===== config.mk =====
export PLATFORM = sky130hd
export DESIGN_NAME = connection_idle_timeout_table
export DESIGN_NICKNAME = d
export VERILOG_FILES = /design/src/hw/rtl/cit_pkg.sv /design/src/hw/rtl/cit_ram.sv /design/src/hw/rtl/connection_idle_timeout_table.sv
export SDC_FILE = /design/constraint.sdc
export NUM_CORES = 2
export LEC_CHECK = 0
export CORE_MARGIN = 5
export CORE_UTILIZATION = 28
export DETAILED_ROUTE_END_ITERATION = 7
export DONT_BUFFER_PORTS = 1
export MAX_ROUTING_LAYER = met4
export PLACE_DENSITY = 0.45
export SLEW_MARGIN = 40
export SYNTH_ARGS = -nofsm -noshare
export SYNTH_HDL_FRONTEND = slang
export SYNTH_SLANG_ARGS = --single-unit

===== constraint.sdc =====
create_clock -name clk -period 6.1 [get_ports clk]
set_input_delay 1.83 -clock clk [delete_from_list [all_inputs] [get_ports clk]]
set_output_delay 1.83 -clock clk [all_outputs]
set_load 0.005 [all_outputs]

===== src/hw/rtl/cit_pkg.sv =====
`timescale 1ns / 1ps
`default_nettype none
// ----------------------------------------------------------------------------
// Connection idle timeout table package
// Operation, phase and configuration register codes shared by the table
// and its ports.
// ----------------------------------------------------------------------------
package cit_pkg;

	typedef logic [2:0] op_t;
	typedef logic [2:0] phase_t;
	typedef logic [1:0] cfg_index_t;
	typedef logic [31:0] limit_t;

	localparam op_t OP_REGISTER   = 3'd0;
	localparam op_t OP_UNREGISTER = 3'd1;
	localparam op_t OP_TOUCH      = 3'd2;
	localparam op_t OP_SET_PHASE  = 3'd3;
	localparam op_t OP_SCAN       = 3'd4;

	localparam phase_t PH_IDLE    = 3'd0;
	localparam phase_t PH_HEADER  = 3'd1;
	localparam phase_t PH_BODY    = 3'd2;
	localparam phase_t PH_WRITING = 3'd3;

	localparam cfg_index_t CFG_HEADER_TIMEOUT    = 2'd0;
	localparam cfg_index_t CFG_BODY_TIMEOUT      = 2'd1;
	localparam cfg_index_t CFG_SEND_TIMEOUT      = 2'd2;
	localparam cfg_index_t CFG_KEEPALIVE_TIMEOUT = 2'd3;

	localparam int SLOT_BITS = 5;

endpackage
`default_nettype wire


===== src/hw/rtl/cit_ram.sv =====
`timescale 1ns / 1ps
`default_nettype none
// ----------------------------------------------------------------------------
// Generic simple dual-port RAM
// One write port and one read port with registered read data.
// ----------------------------------------------------------------------------
module cit_ram #(
	parameter int WIDTH = 8,
	parameter int DEPTH = 32
) (
	input  wire logic                                 clk,
	input  wire logic                                 we,
	input  wire logic [(DEPTH > 1 ? $clog2(DEPTH) : 1)-1:0] waddr,
	input  wire logic [WIDTH-1:0]                     wdata,
	input  wire logic                                 re,
	input  wire logic [(DEPTH > 1 ? $clog2(DEPTH) : 1)-1:0] raddr,
	output logic      [WIDTH-1:0]                     rdata
);

	logic [WIDTH-1:0] mem [DEPTH];

	always_ff @(posedge clk) begin
		if (we) begin
			mem[waddr] <= wdata;
		end
		if (re) begin
			rdata <= mem[raddr];
		end
	end

endmodule
`default_nettype wire


===== src/hw/rtl/connection_idle_timeout_table.sv =====
`timescale 1ns / 1ps
`default_nettype none
// ----------------------------------------------------------------------------
// Connection idle timeout table
// Tracks per-slot activity stamps and reports slots that have been inactive
// for at least the limit of their phase.
// ----------------------------------------------------------------------------
// Register, unregister, touch and set-phase transactions may arrive back to
// back. A scan tick walks the phase and stamp memories one slot per cycle
// while the output is not stalled, and holds the input stalled until the scan
// has finished. Expired slots come out in ascending order; the final one of a
// scan carries last.
// ----------------------------------------------------------------------------
module connection_idle_timeout_table #(
	parameter int SLOTS     = 32,
	parameter int TIME_BITS = 48
) (
	input  wire logic                  clk,
	input  wire logic                  arst_n,
	input  wire logic                  cfg_we,
	input  wire cit_pkg::cfg_index_t   cfg_index,
	input  wire cit_pkg::limit_t       cfg_data,
	input  wire logic                  in_valid,
	output logic                       in_stall,
	input  wire cit_pkg::op_t          op,
	input  wire logic [4:0]            slot,
	input  wire cit_pkg::phase_t       phase,
	input  wire logic [47:0]           now_ms,
	output logic                       out_valid,
	input  wire logic                  out_stall,
	output logic [4:0]                 close_slot,
	output logic                       last
);

	import cit_pkg::*;

	localparam int AW = (SLOTS > 1) ? $clog2(SLOTS) : 1;
	localparam logic [AW-1:0] LAST_IDX = AW'(SLOTS - 1);

	localparam logic [1:0] ST_IDLE  = 2'd0;
	localparam logic [1:0] ST_SCAN  = 2'd1;
	localparam logic [1:0] ST_DRAIN = 2'd2;
	localparam logic [1:0] ST_FLUSH = 2'd3;

	logic [1:0]            state_q;
	logic [SLOTS-1:0]      valid_q;
	logic [TIME_BITS-1:0]  cached_q;
	limit_t                header_q;
	limit_t                body_q;
	limit_t                send_q;
	limit_t                keepalive_q;
	logic [AW-1:0]         idx_q;
	logic                  s1_v_s1;
	logic                  s1_live_s1;
	logic [SLOT_BITS-1:0]  s1_idx_s1;
	logic                  pend_v_q;
	logic [SLOT_BITS-1:0]  pend_slot_q;
	logic                  out_valid_q;
	logic [SLOT_BITS-1:0]  out_slot_q;
	logic                  out_last_q;

	logic                  in_acc;
	logic                  in_range;
	logic [AW-1:0]         slot_addr;
	logic                  slot_live;
	logic                  ph_we;
	phase_t                ph_wdata;
	logic                  st_we;
	logic                  advance;
	logic                  rd_en;
	phase_t                ph_rdata;
	logic [TIME_BITS-1:0]  st_rdata;
	limit_t                lim;
	logic [TIME_BITS-1:0]  diff;
	logic                  hit;
	logic                  emit;
	logic                  emit_last;

	assign in_stall   = (state_q != ST_IDLE);
	assign in_acc     = in_valid && !in_stall;
	assign in_range   = {2'b00, slot} < 7'(SLOTS);
	assign slot_addr  = AW'(slot);
	assign slot_live  = valid_q[slot_addr];
	assign advance    = !out_valid_q || !out_stall;
	assign rd_en      = advance && (state_q == ST_SCAN);

	assign ph_we    = in_acc && in_range &&
		((op == OP_REGISTER) || ((op == OP_SET_PHASE) && slot_live));
	assign ph_wdata = (op == OP_REGISTER) ? PH_IDLE : phase;
	assign st_we    = in_acc && in_range &&
		((op == OP_REGISTER) ||
		 (((op == OP_TOUCH) || (op == OP_SET_PHASE)) && slot_live));

	cit_ram #(
		.WIDTH (3),
		.DEPTH (SLOTS)
	) u_phase_ram (
		.clk   (clk),
		.we    (ph_we),
		.waddr (slot_addr),
		.wdata (ph_wdata),
		.re    (rd_en),
		.raddr (idx_q),
		.rdata (ph_rdata)
	);

	cit_ram #(
		.WIDTH (TIME_BITS),
		.DEPTH (SLOTS)
	) u_stamp_ram (
		.clk   (clk),
		.we    (st_we),
		.waddr (slot_addr),
		.wdata (cached_q),
		.re    (rd_en),
		.raddr (idx_q),
		.rdata (st_rdata)
	);

	always_comb begin
		case (ph_rdata)
			PH_HEADER:  lim = header_q;
			PH_BODY:    lim = body_q;
			PH_WRITING: lim = send_q;
			default:    lim = keepalive_q;
		endcase
	end

	assign diff = cached_q - st_rdata;
	assign hit  = s1_v_s1 && s1_live_s1 && (lim != '0) &&
		(cached_q >= st_rdata) && (diff >= TIME_BITS'(lim));

	always_comb begin
		emit      = 1'b0;
		emit_last = 1'b0;
		if (advance && hit && pend_v_q) begin
			emit = 1'b1;
		end
		if (advance && (state_q == ST_FLUSH) && pend_v_q) begin
			emit      = 1'b1;
			emit_last = 1'b1;
		end
	end

	always_ff @(posedge clk or negedge arst_n) begin
		if (!arst_n) begin
			state_q     <= ST_IDLE;
			valid_q     <= '0;
			cached_q    <= '0;
			header_q    <= '0;
			body_q      <= '0;
			send_q      <= '0;
			keepalive_q <= '0;
			idx_q       <= '0;
			s1_v_s1     <= 1'b0;
			pend_v_q    <= 1'b0;
			out_valid_q <= 1'b0;
		end else begin
			if (cfg_we) begin
				unique case (cfg_index)
					CFG_HEADER_TIMEOUT:    header_q    <= cfg_data;
					CFG_BODY_TIMEOUT:      body_q      <= cfg_data;
					CFG_SEND_TIMEOUT:      send_q      <= cfg_data;
					CFG_KEEPALIVE_TIMEOUT: keepalive_q <= cfg_data;
					default: ;
				endcase
			end

			if (advance) begin
				out_valid_q <= emit;
				if (hit) begin
					pend_v_q <= 1'b1;
				end
			end

			unique case (state_q)
				ST_IDLE: begin
					if (in_acc) begin
						unique case (op)
							OP_REGISTER: begin
								if (in_range) begin
									valid_q[slot_addr] <= 1'b1;
								end
							end
							OP_UNREGISTER: begin
								if (in_range) begin
									valid_q[slot_addr] <= 1'b0;
								end
							end
							OP_SCAN: begin
								cached_q <= TIME_BITS'(now_ms);
								idx_q    <= '0;
								pend_v_q <= 1'b0;
								state_q  <= ST_SCAN;
							end
							default: ;
						endcase
					end
				end
				ST_SCAN: begin
					if (advance) begin
						s1_v_s1 <= 1'b1;
						if (idx_q == LAST_IDX) begin
							state_q <= ST_DRAIN;
						end else begin
							idx_q <= idx_q + AW'(1);
						end
					end
				end
				ST_DRAIN: begin
					if (advance) begin
						s1_v_s1 <= 1'b0;
						state_q <= ST_FLUSH;
					end
				end
				ST_FLUSH: begin
					if (advance) begin
						pend_v_q <= 1'b0;
						state_q  <= ST_IDLE;
					end
				end
				default: state_q <= ST_IDLE;
			endcase
		end
	end

	always_ff @(posedge clk) begin
		if (rd_en) begin
			s1_live_s1 <= valid_q[idx_q];
			s1_idx_s1  <= SLOT_BITS'(idx_q);
		end
		if (advance) begin
			out_slot_q <= pend_slot_q;
			out_last_q <= emit_last;
			if (hit) begin
				pend_slot_q <= s1_idx_s1;
			end
		end
	end

	assign out_valid  = out_valid_q;
	assign close_slot = out_slot_q;
	assign last       = out_last_q;

endmodule
`default_nettype wire


==> results.md <==
- The number of nets in the synthesized netlist is 4075.
- The number of gates resized after CTS was 0.
- By area the synthesized netlist is led by sky130_fd_sc_hd__edfxtp_1 65%, sky130_fd_sc_hd__mux4_2 15%, sky130_fd_sc_hd__dfrtp_1 7.0%, sky130_fd_sc_hd__mux2_2 3.6%, sky130_fd_sc_hd__ha_1 1.4%.
- In this run, the number of DRC markers left after iteration 0 of detailed routing was around 3500.
- The capturing point of the worst reg2reg path is pend_slot_q[2].
- The net count of the finished layout is about 4200.
- Setup repair after global routing left no endpoint under its margin.
- The worst slew margin relative to its limit is 0.4094.
- After synthesis the cells add up to 0.07836 sq mm.
- The startpoint identified for the worst register-to-register timing path is cached_q[0].
- The number of clock buffers inserted by TritonCTS is about 200.
- The data arrival at the endpoint of the critical path is 6.19 ns.
- The portion of netlist area occupied by mux cells is 0.1895.
- The tightest hold path in the finished design has a slack of 0.4174 ns.
- The vertical die dimension is approximately 540 um.
- The worst setup slack after layout is between 0.4 and 0.5 ns.
- The hold buffer count at CTS is 0.
- The share of synthesized area in the top cell type comes to 0.6515.
- The final weighted congestion in routability-driven placement is roughly 0.85.
- The layout has 26420 filler cells.
- The worst setup path is launched from a flop.
- Yosys printed 0 warnings.
- The clock root buffer is sky130_fd_sc_hd__clkbuf_16.
- Along the worst path, the maximum fanout reaches 5.
- The standby leakage power is 28.95 nW.
- The max-cap check violation count is 0.
- After synthesis, the largest family of logic cells by area is multiplexers.
- The fraction of synthesis flops using an asynchronous set or reset pin is 0.1137.
- Counting distinct cell types in the post-synthesis netlist gives 82.
- In this run the power density over the cells is 438.4 mW/mm^2.
- In this run the deepest clock path goes through 3 buffers.
- The endpoint of the most critical setup path is pend_slot_q[2].
- The number of enable flip-flop cells after synthesis is 1700.
- In the synthesized netlist, the number of instances is between 3000 and 4000.
- In the final layout, flip-flops and latches occupy 0.05652 sq mm.
- The share of post-route cells with drive strength above 1 is 0.3142.
- From synthesis to final layout, the design area changed by 16.41%.
- The detailed-route via count is just under 40000.
- The upper clock frequency limit is 178.3 MHz.
- The via count of the first global-routing pass is 40390.
- The most area-hungry cell type in the Yosys netlist is sky130_fd_sc_hd__edfxtp_1.
- Of the total synthesized cell area, the portion taken by XOR and XNOR cells is 0.003912.
- Across the VDD grid, the largest voltage drop is 0.2686 mV.
- The remaining global-route overflow is 0.
- The CTS tree is built.
- Setup violations remaining at the end of the flow were counted as 0.
- The run finished with clean final reports.
- During I/O placement, the number of pins put on the boundary was 106.
- The number of cell rows is 194.
- The fraction of the mapped netlist area in compound gates was 0.03345.
- Across the routed clock network, the largest skew measured is 0.05048 ns.
- The endpoint kind of the worst setup timing path is a flop.
- Among all flip-flop cells after synthesis, the most frequent one is sky130_fd_sc_hd__edfxtp_1.
- The initial antenna violation count came to 31.
- The buffers inserted during post-CTS setup optimization is 0.
- The routed wire length per instance is 28.68 um.
- The number of pins with negative max-slew slack in the final report was 0.
- For this run, the detailed router's first-pass iteration total came to 5.
- The tree built by TritonCTS fans out to 1918 sinks.
- Buffers placed on the I/O ports in this run total 0.
- The class of the tightest hold or removal check is reg -> reg.
- For this run, the total global-route usage over all layers was measured as 0.1586.
- The HPWL after detailed placement is 129000 um.
- Data on the critical path is required at its endpoint by 6.68 ns.
- Timing analysis after detailed placement gives a worst setup slack of 0.5759 ns.
- The number of hold-slack violations in the final timing report is 0.
- The critical path is of the reg -> reg type.
- The flip-flop and latch count after synthesis is 1918.
- The total chip power is 40.00 mW.
- The die area is 0.2905 sq mm.
- Clock-pin slew was measured on the worst setup and hold paths at 0.07 ns.
- The register-to-register setup slack is 0.49 ns.
- The wire length of the first global-routing pass is 322900 um.
- The final clock period utilization by the worst path is 0.9193.
- In the routed layout, each cell is associated on average with a via count of 4.902.
- The simple-gate share of the synthesized area is 0.02427.
- The synthesized area per cell is between 20 and 25 sq um.
- For this run, design rule violations remaining after detail routing come to 0.
- The number of nets with antenna violations after detailed routing is 0.
- The horizontal die dimension is between 500 and 600 um.
- The number of cells on the worst reg-to-reg path is 21.
- The source-to-sink clock delay at the later pin of the worst-skew pair is between 0.8 and 0.9 ns.
- Summed over all layers, the routed wires come to around 230000 um.
- The maximum level of the CTS H-tree is 4.
- The sequential element share of the synthesized area is 0.7211.
- The initial standard-cell utilization of the core is 0.2810.
- The transition time of the tightest slew-check pin is roughly 0.88 ns.
- The adder-cell share of the synthesized area is 0.01399.
- In this run the worst setup path begins at cached_q[0].
- The largest net degree at the start of global routing is 219.
- The core area is 0.2789 sq mm.
- The post-route setup TNS is 0 ns.
- For the finished layout, the period the worst path requires is 5.608 ns.
- The total area of multi-input combinational cells is approximately 0.021 sq mm.
==> report_power, final <==
part	leakage (nW)	total (mW)	switching (mW)	internal [mW]
sequential	18.2	17.0	0.523	16.5
combinational	7.50	10.5	6.47	4.06
clock	3.30	12.5	5.30	7.16
==> cells by family (layout without fill, tap and decap cells) <==
kind of cell / after synthesis / after routing
fa+ha+maj: 87 / 87
compound gates: 398 / 398
buf+inv: 274 / 617
other cells: 0 / 13
simple gates: 386 / 386
flops: 1918 / 1918
mux: 792 / 792
xor+xnor: 35 / 35
==> state kept, by name, summed over array words and instances, names as in the netlist, 2 cells and up, named ones only <==
register / flops
cached_q: 48
u_phase_ram.mem: 96
pend_slot_q: 5
state_q: 2
u_stamp_ram.mem: 1536
s1_idx_s1: 5
header_q: 32
close_slot: 5
u_phase_ram.rdata: 3
u_stamp_ram.rdata: 48
keepalive_q: 32
body_q: 32
idx_q: 5
send_q: 32
==> area by class of cell <==
class,instances,area share
sequential,1918,0.6196
multi-input combinational,1698,0.2308
clock buffer,267,0.06045
tap,3724,0.05108
timing repair buffer,169,0.02157
clock inverter,115,0.01344
inverter,66,0.002716
antenna,13,0.0003566
==> worst min-delay path by stage <==
stage | from | end | slack (ns) | cells past startpoint
3_3_place_gp | s1_idx_s1[4] | pend_slot_q[4] | 0.41 | 0
6_report | s1_idx_s1[4] | pend_slot_q[4] | 0.42 | 0
4_1_cts | s1_idx_s1[4] | pend_slot_q[4] | 0.42 | 0
2_1_floorplan | pend_slot_q[0] | close_slot[0] | 0.40 | 0
3_5_place_dp | s1_idx_s1[2] | pend_slot_q[2] | 0.40 | 0
5_1_grt | s1_idx_s1[4] | pend_slot_q[4] | 0.43 | 0
==> cell usage after synthesis, types with 13 or more instances <==
| library cell | n |
|---|---|
| sky130_fd_sc_hd__a21o_1 | 30 |
| sky130_fd_sc_hd__buf_1 | 55 |
| sky130_fd_sc_hd__ha_1 | 86 |
| sky130_fd_sc_hd__o21a_1 | 33 |
| sky130_fd_sc_hd__nand2_1 | 73 |
| sky130_fd_sc_hd__mux2i_1 | 13 |
| sky130_fd_sc_hd__a22oi_1 | 26 |
| sky130_fd_sc_hd__nand4_1 | 37 |
| sky130_fd_sc_hd__xnor2_1 | 22 |
| sky130_fd_sc_hd__a31oi_1 | 32 |
| sky130_fd_sc_hd__nand3_1 | 17 |
| sky130_fd_sc_hd__clkbuf_1 | 126 |
| sky130_fd_sc_hd__a21oi_1 | 137 |
| sky130_fd_sc_hd__o21ai_0 | 55 |
| sky130_fd_sc_hd__nor3_1 | 14 |
| sky130_fd_sc_hd__buf_2 | 23 |
| sky130_fd_sc_hd__nor2b_1 | 43 |
| sky130_fd_sc_hd__mux2_2 | 251 |
| sky130_fd_sc_hd__mux4_2 | 528 |
| sky130_fd_sc_hd__nor2_1 | 135 |
| sky130_fd_sc_hd__inv_1 | 65 |
| sky130_fd_sc_hd__dfrtp_1 | 218 |
| sky130_fd_sc_hd__edfxtp_1 | 1700 |
| sky130_fd_sc_hd__xor2_1 | 13 |
==> worst max-delay path, cell delays in order (launching register included) <==
cell                        delay, ns
sky130_fd_sc_hd__dfrtp_1         0.35
sky130_fd_sc_hd__inv_1           0.05
sky130_fd_sc_hd__ha_1            0.22
sky130_fd_sc_hd__fa_1            0.40
sky130_fd_sc_hd__nand2b_1        0.19
sky130_fd_sc_hd__a211o_1         0.29
sky130_fd_sc_hd__a211oi_2        0.37
sky130_fd_sc_hd__o31ai_4         0.14
sky130_fd_sc_hd__a21o_1          0.23
sky130_fd_sc_hd__o21bai_1        0.13
sky130_fd_sc_hd__a21oi_1         0.09
sky130_fd_sc_hd__xnor2_1         0.15
sky130_fd_sc_hd__ha_1            0.21
sky130_fd_sc_hd__a21o_1          0.16
sky130_fd_sc_hd__a21o_1          0.17
sky130_fd_sc_hd__a211oi_1        0.37
sky130_fd_sc_hd__o221ai_1        0.16
sky130_fd_sc_hd__or4_4           0.45
sky130_fd_sc_hd__a2111oi_4       0.32
sky130_fd_sc_hd__nand4_1         0.33
sky130_fd_sc_hd__o21ai_2         0.33
sky130_fd_sc_hd__inv_1           0.17
==> metal layers <==
layer  global-route usage  wire [um]  vias up
met3              0.02728      10700      269
met5                    -          0        -
met1               0.2167     104500    21450
met4              0.03228       4056        0
li1                     -          -    16410
met2               0.2508     109400      940
==> metrics by stage <==
stage | std cells | instance area [sq um] | util
floorplan | 3890 | 78360 | -
global placement | 7573 | 84390 | 0.3026
detailed placement | 7575 | 84450 | 0.3028
CTS | 7957 | 91190 | 0.3269
global route | 7966 | 91210 | 0.3270
finish | 7970 | 91220 | 0.3271
==> cells in the final DEF (no fill, tap or decap), types with 33 or more instances in the layout <==
| cell type | n |
|---|---|
| sky130_fd_sc_hd__a21oi_1 | 137 |
| sky130_fd_sc_hd__nand2_1 | 73 |
| sky130_fd_sc_hd__nor2_4 | 33 |
| sky130_fd_sc_hd__mux4_2 | 528 |
| sky130_fd_sc_hd__nor2b_1 | 39 |
| sky130_fd_sc_hd__mux2_2 | 251 |
| sky130_fd_sc_hd__buf_4 | 113 |
| sky130_fd_sc_hd__nor2_1 | 102 |
| sky130_fd_sc_hd__o21ai_0 | 53 |
| sky130_fd_sc_hd__ha_1 | 86 |
| sky130_fd_sc_hd__clkbuf_16 | 206 |
| sky130_fd_sc_hd__nand4_1 | 37 |
| sky130_fd_sc_hd__inv_1 | 65 |
| sky130_fd_sc_hd__edfxtp_1 | 1700 |
| sky130_fd_sc_hd__dfrtp_1 | 212 |
| sky130_fd_sc_hd__o21a_1 | 33 |
| sky130_fd_sc_hd__clkinv_1 | 35 |
| sky130_fd_sc_hd__clkbuf_1 | 48 |
| sky130_fd_sc_hd__clkinv_2 | 44 |
| sky130_fd_sc_hd__buf_12 | 54 |
Power figures use the tool's default switching activity.
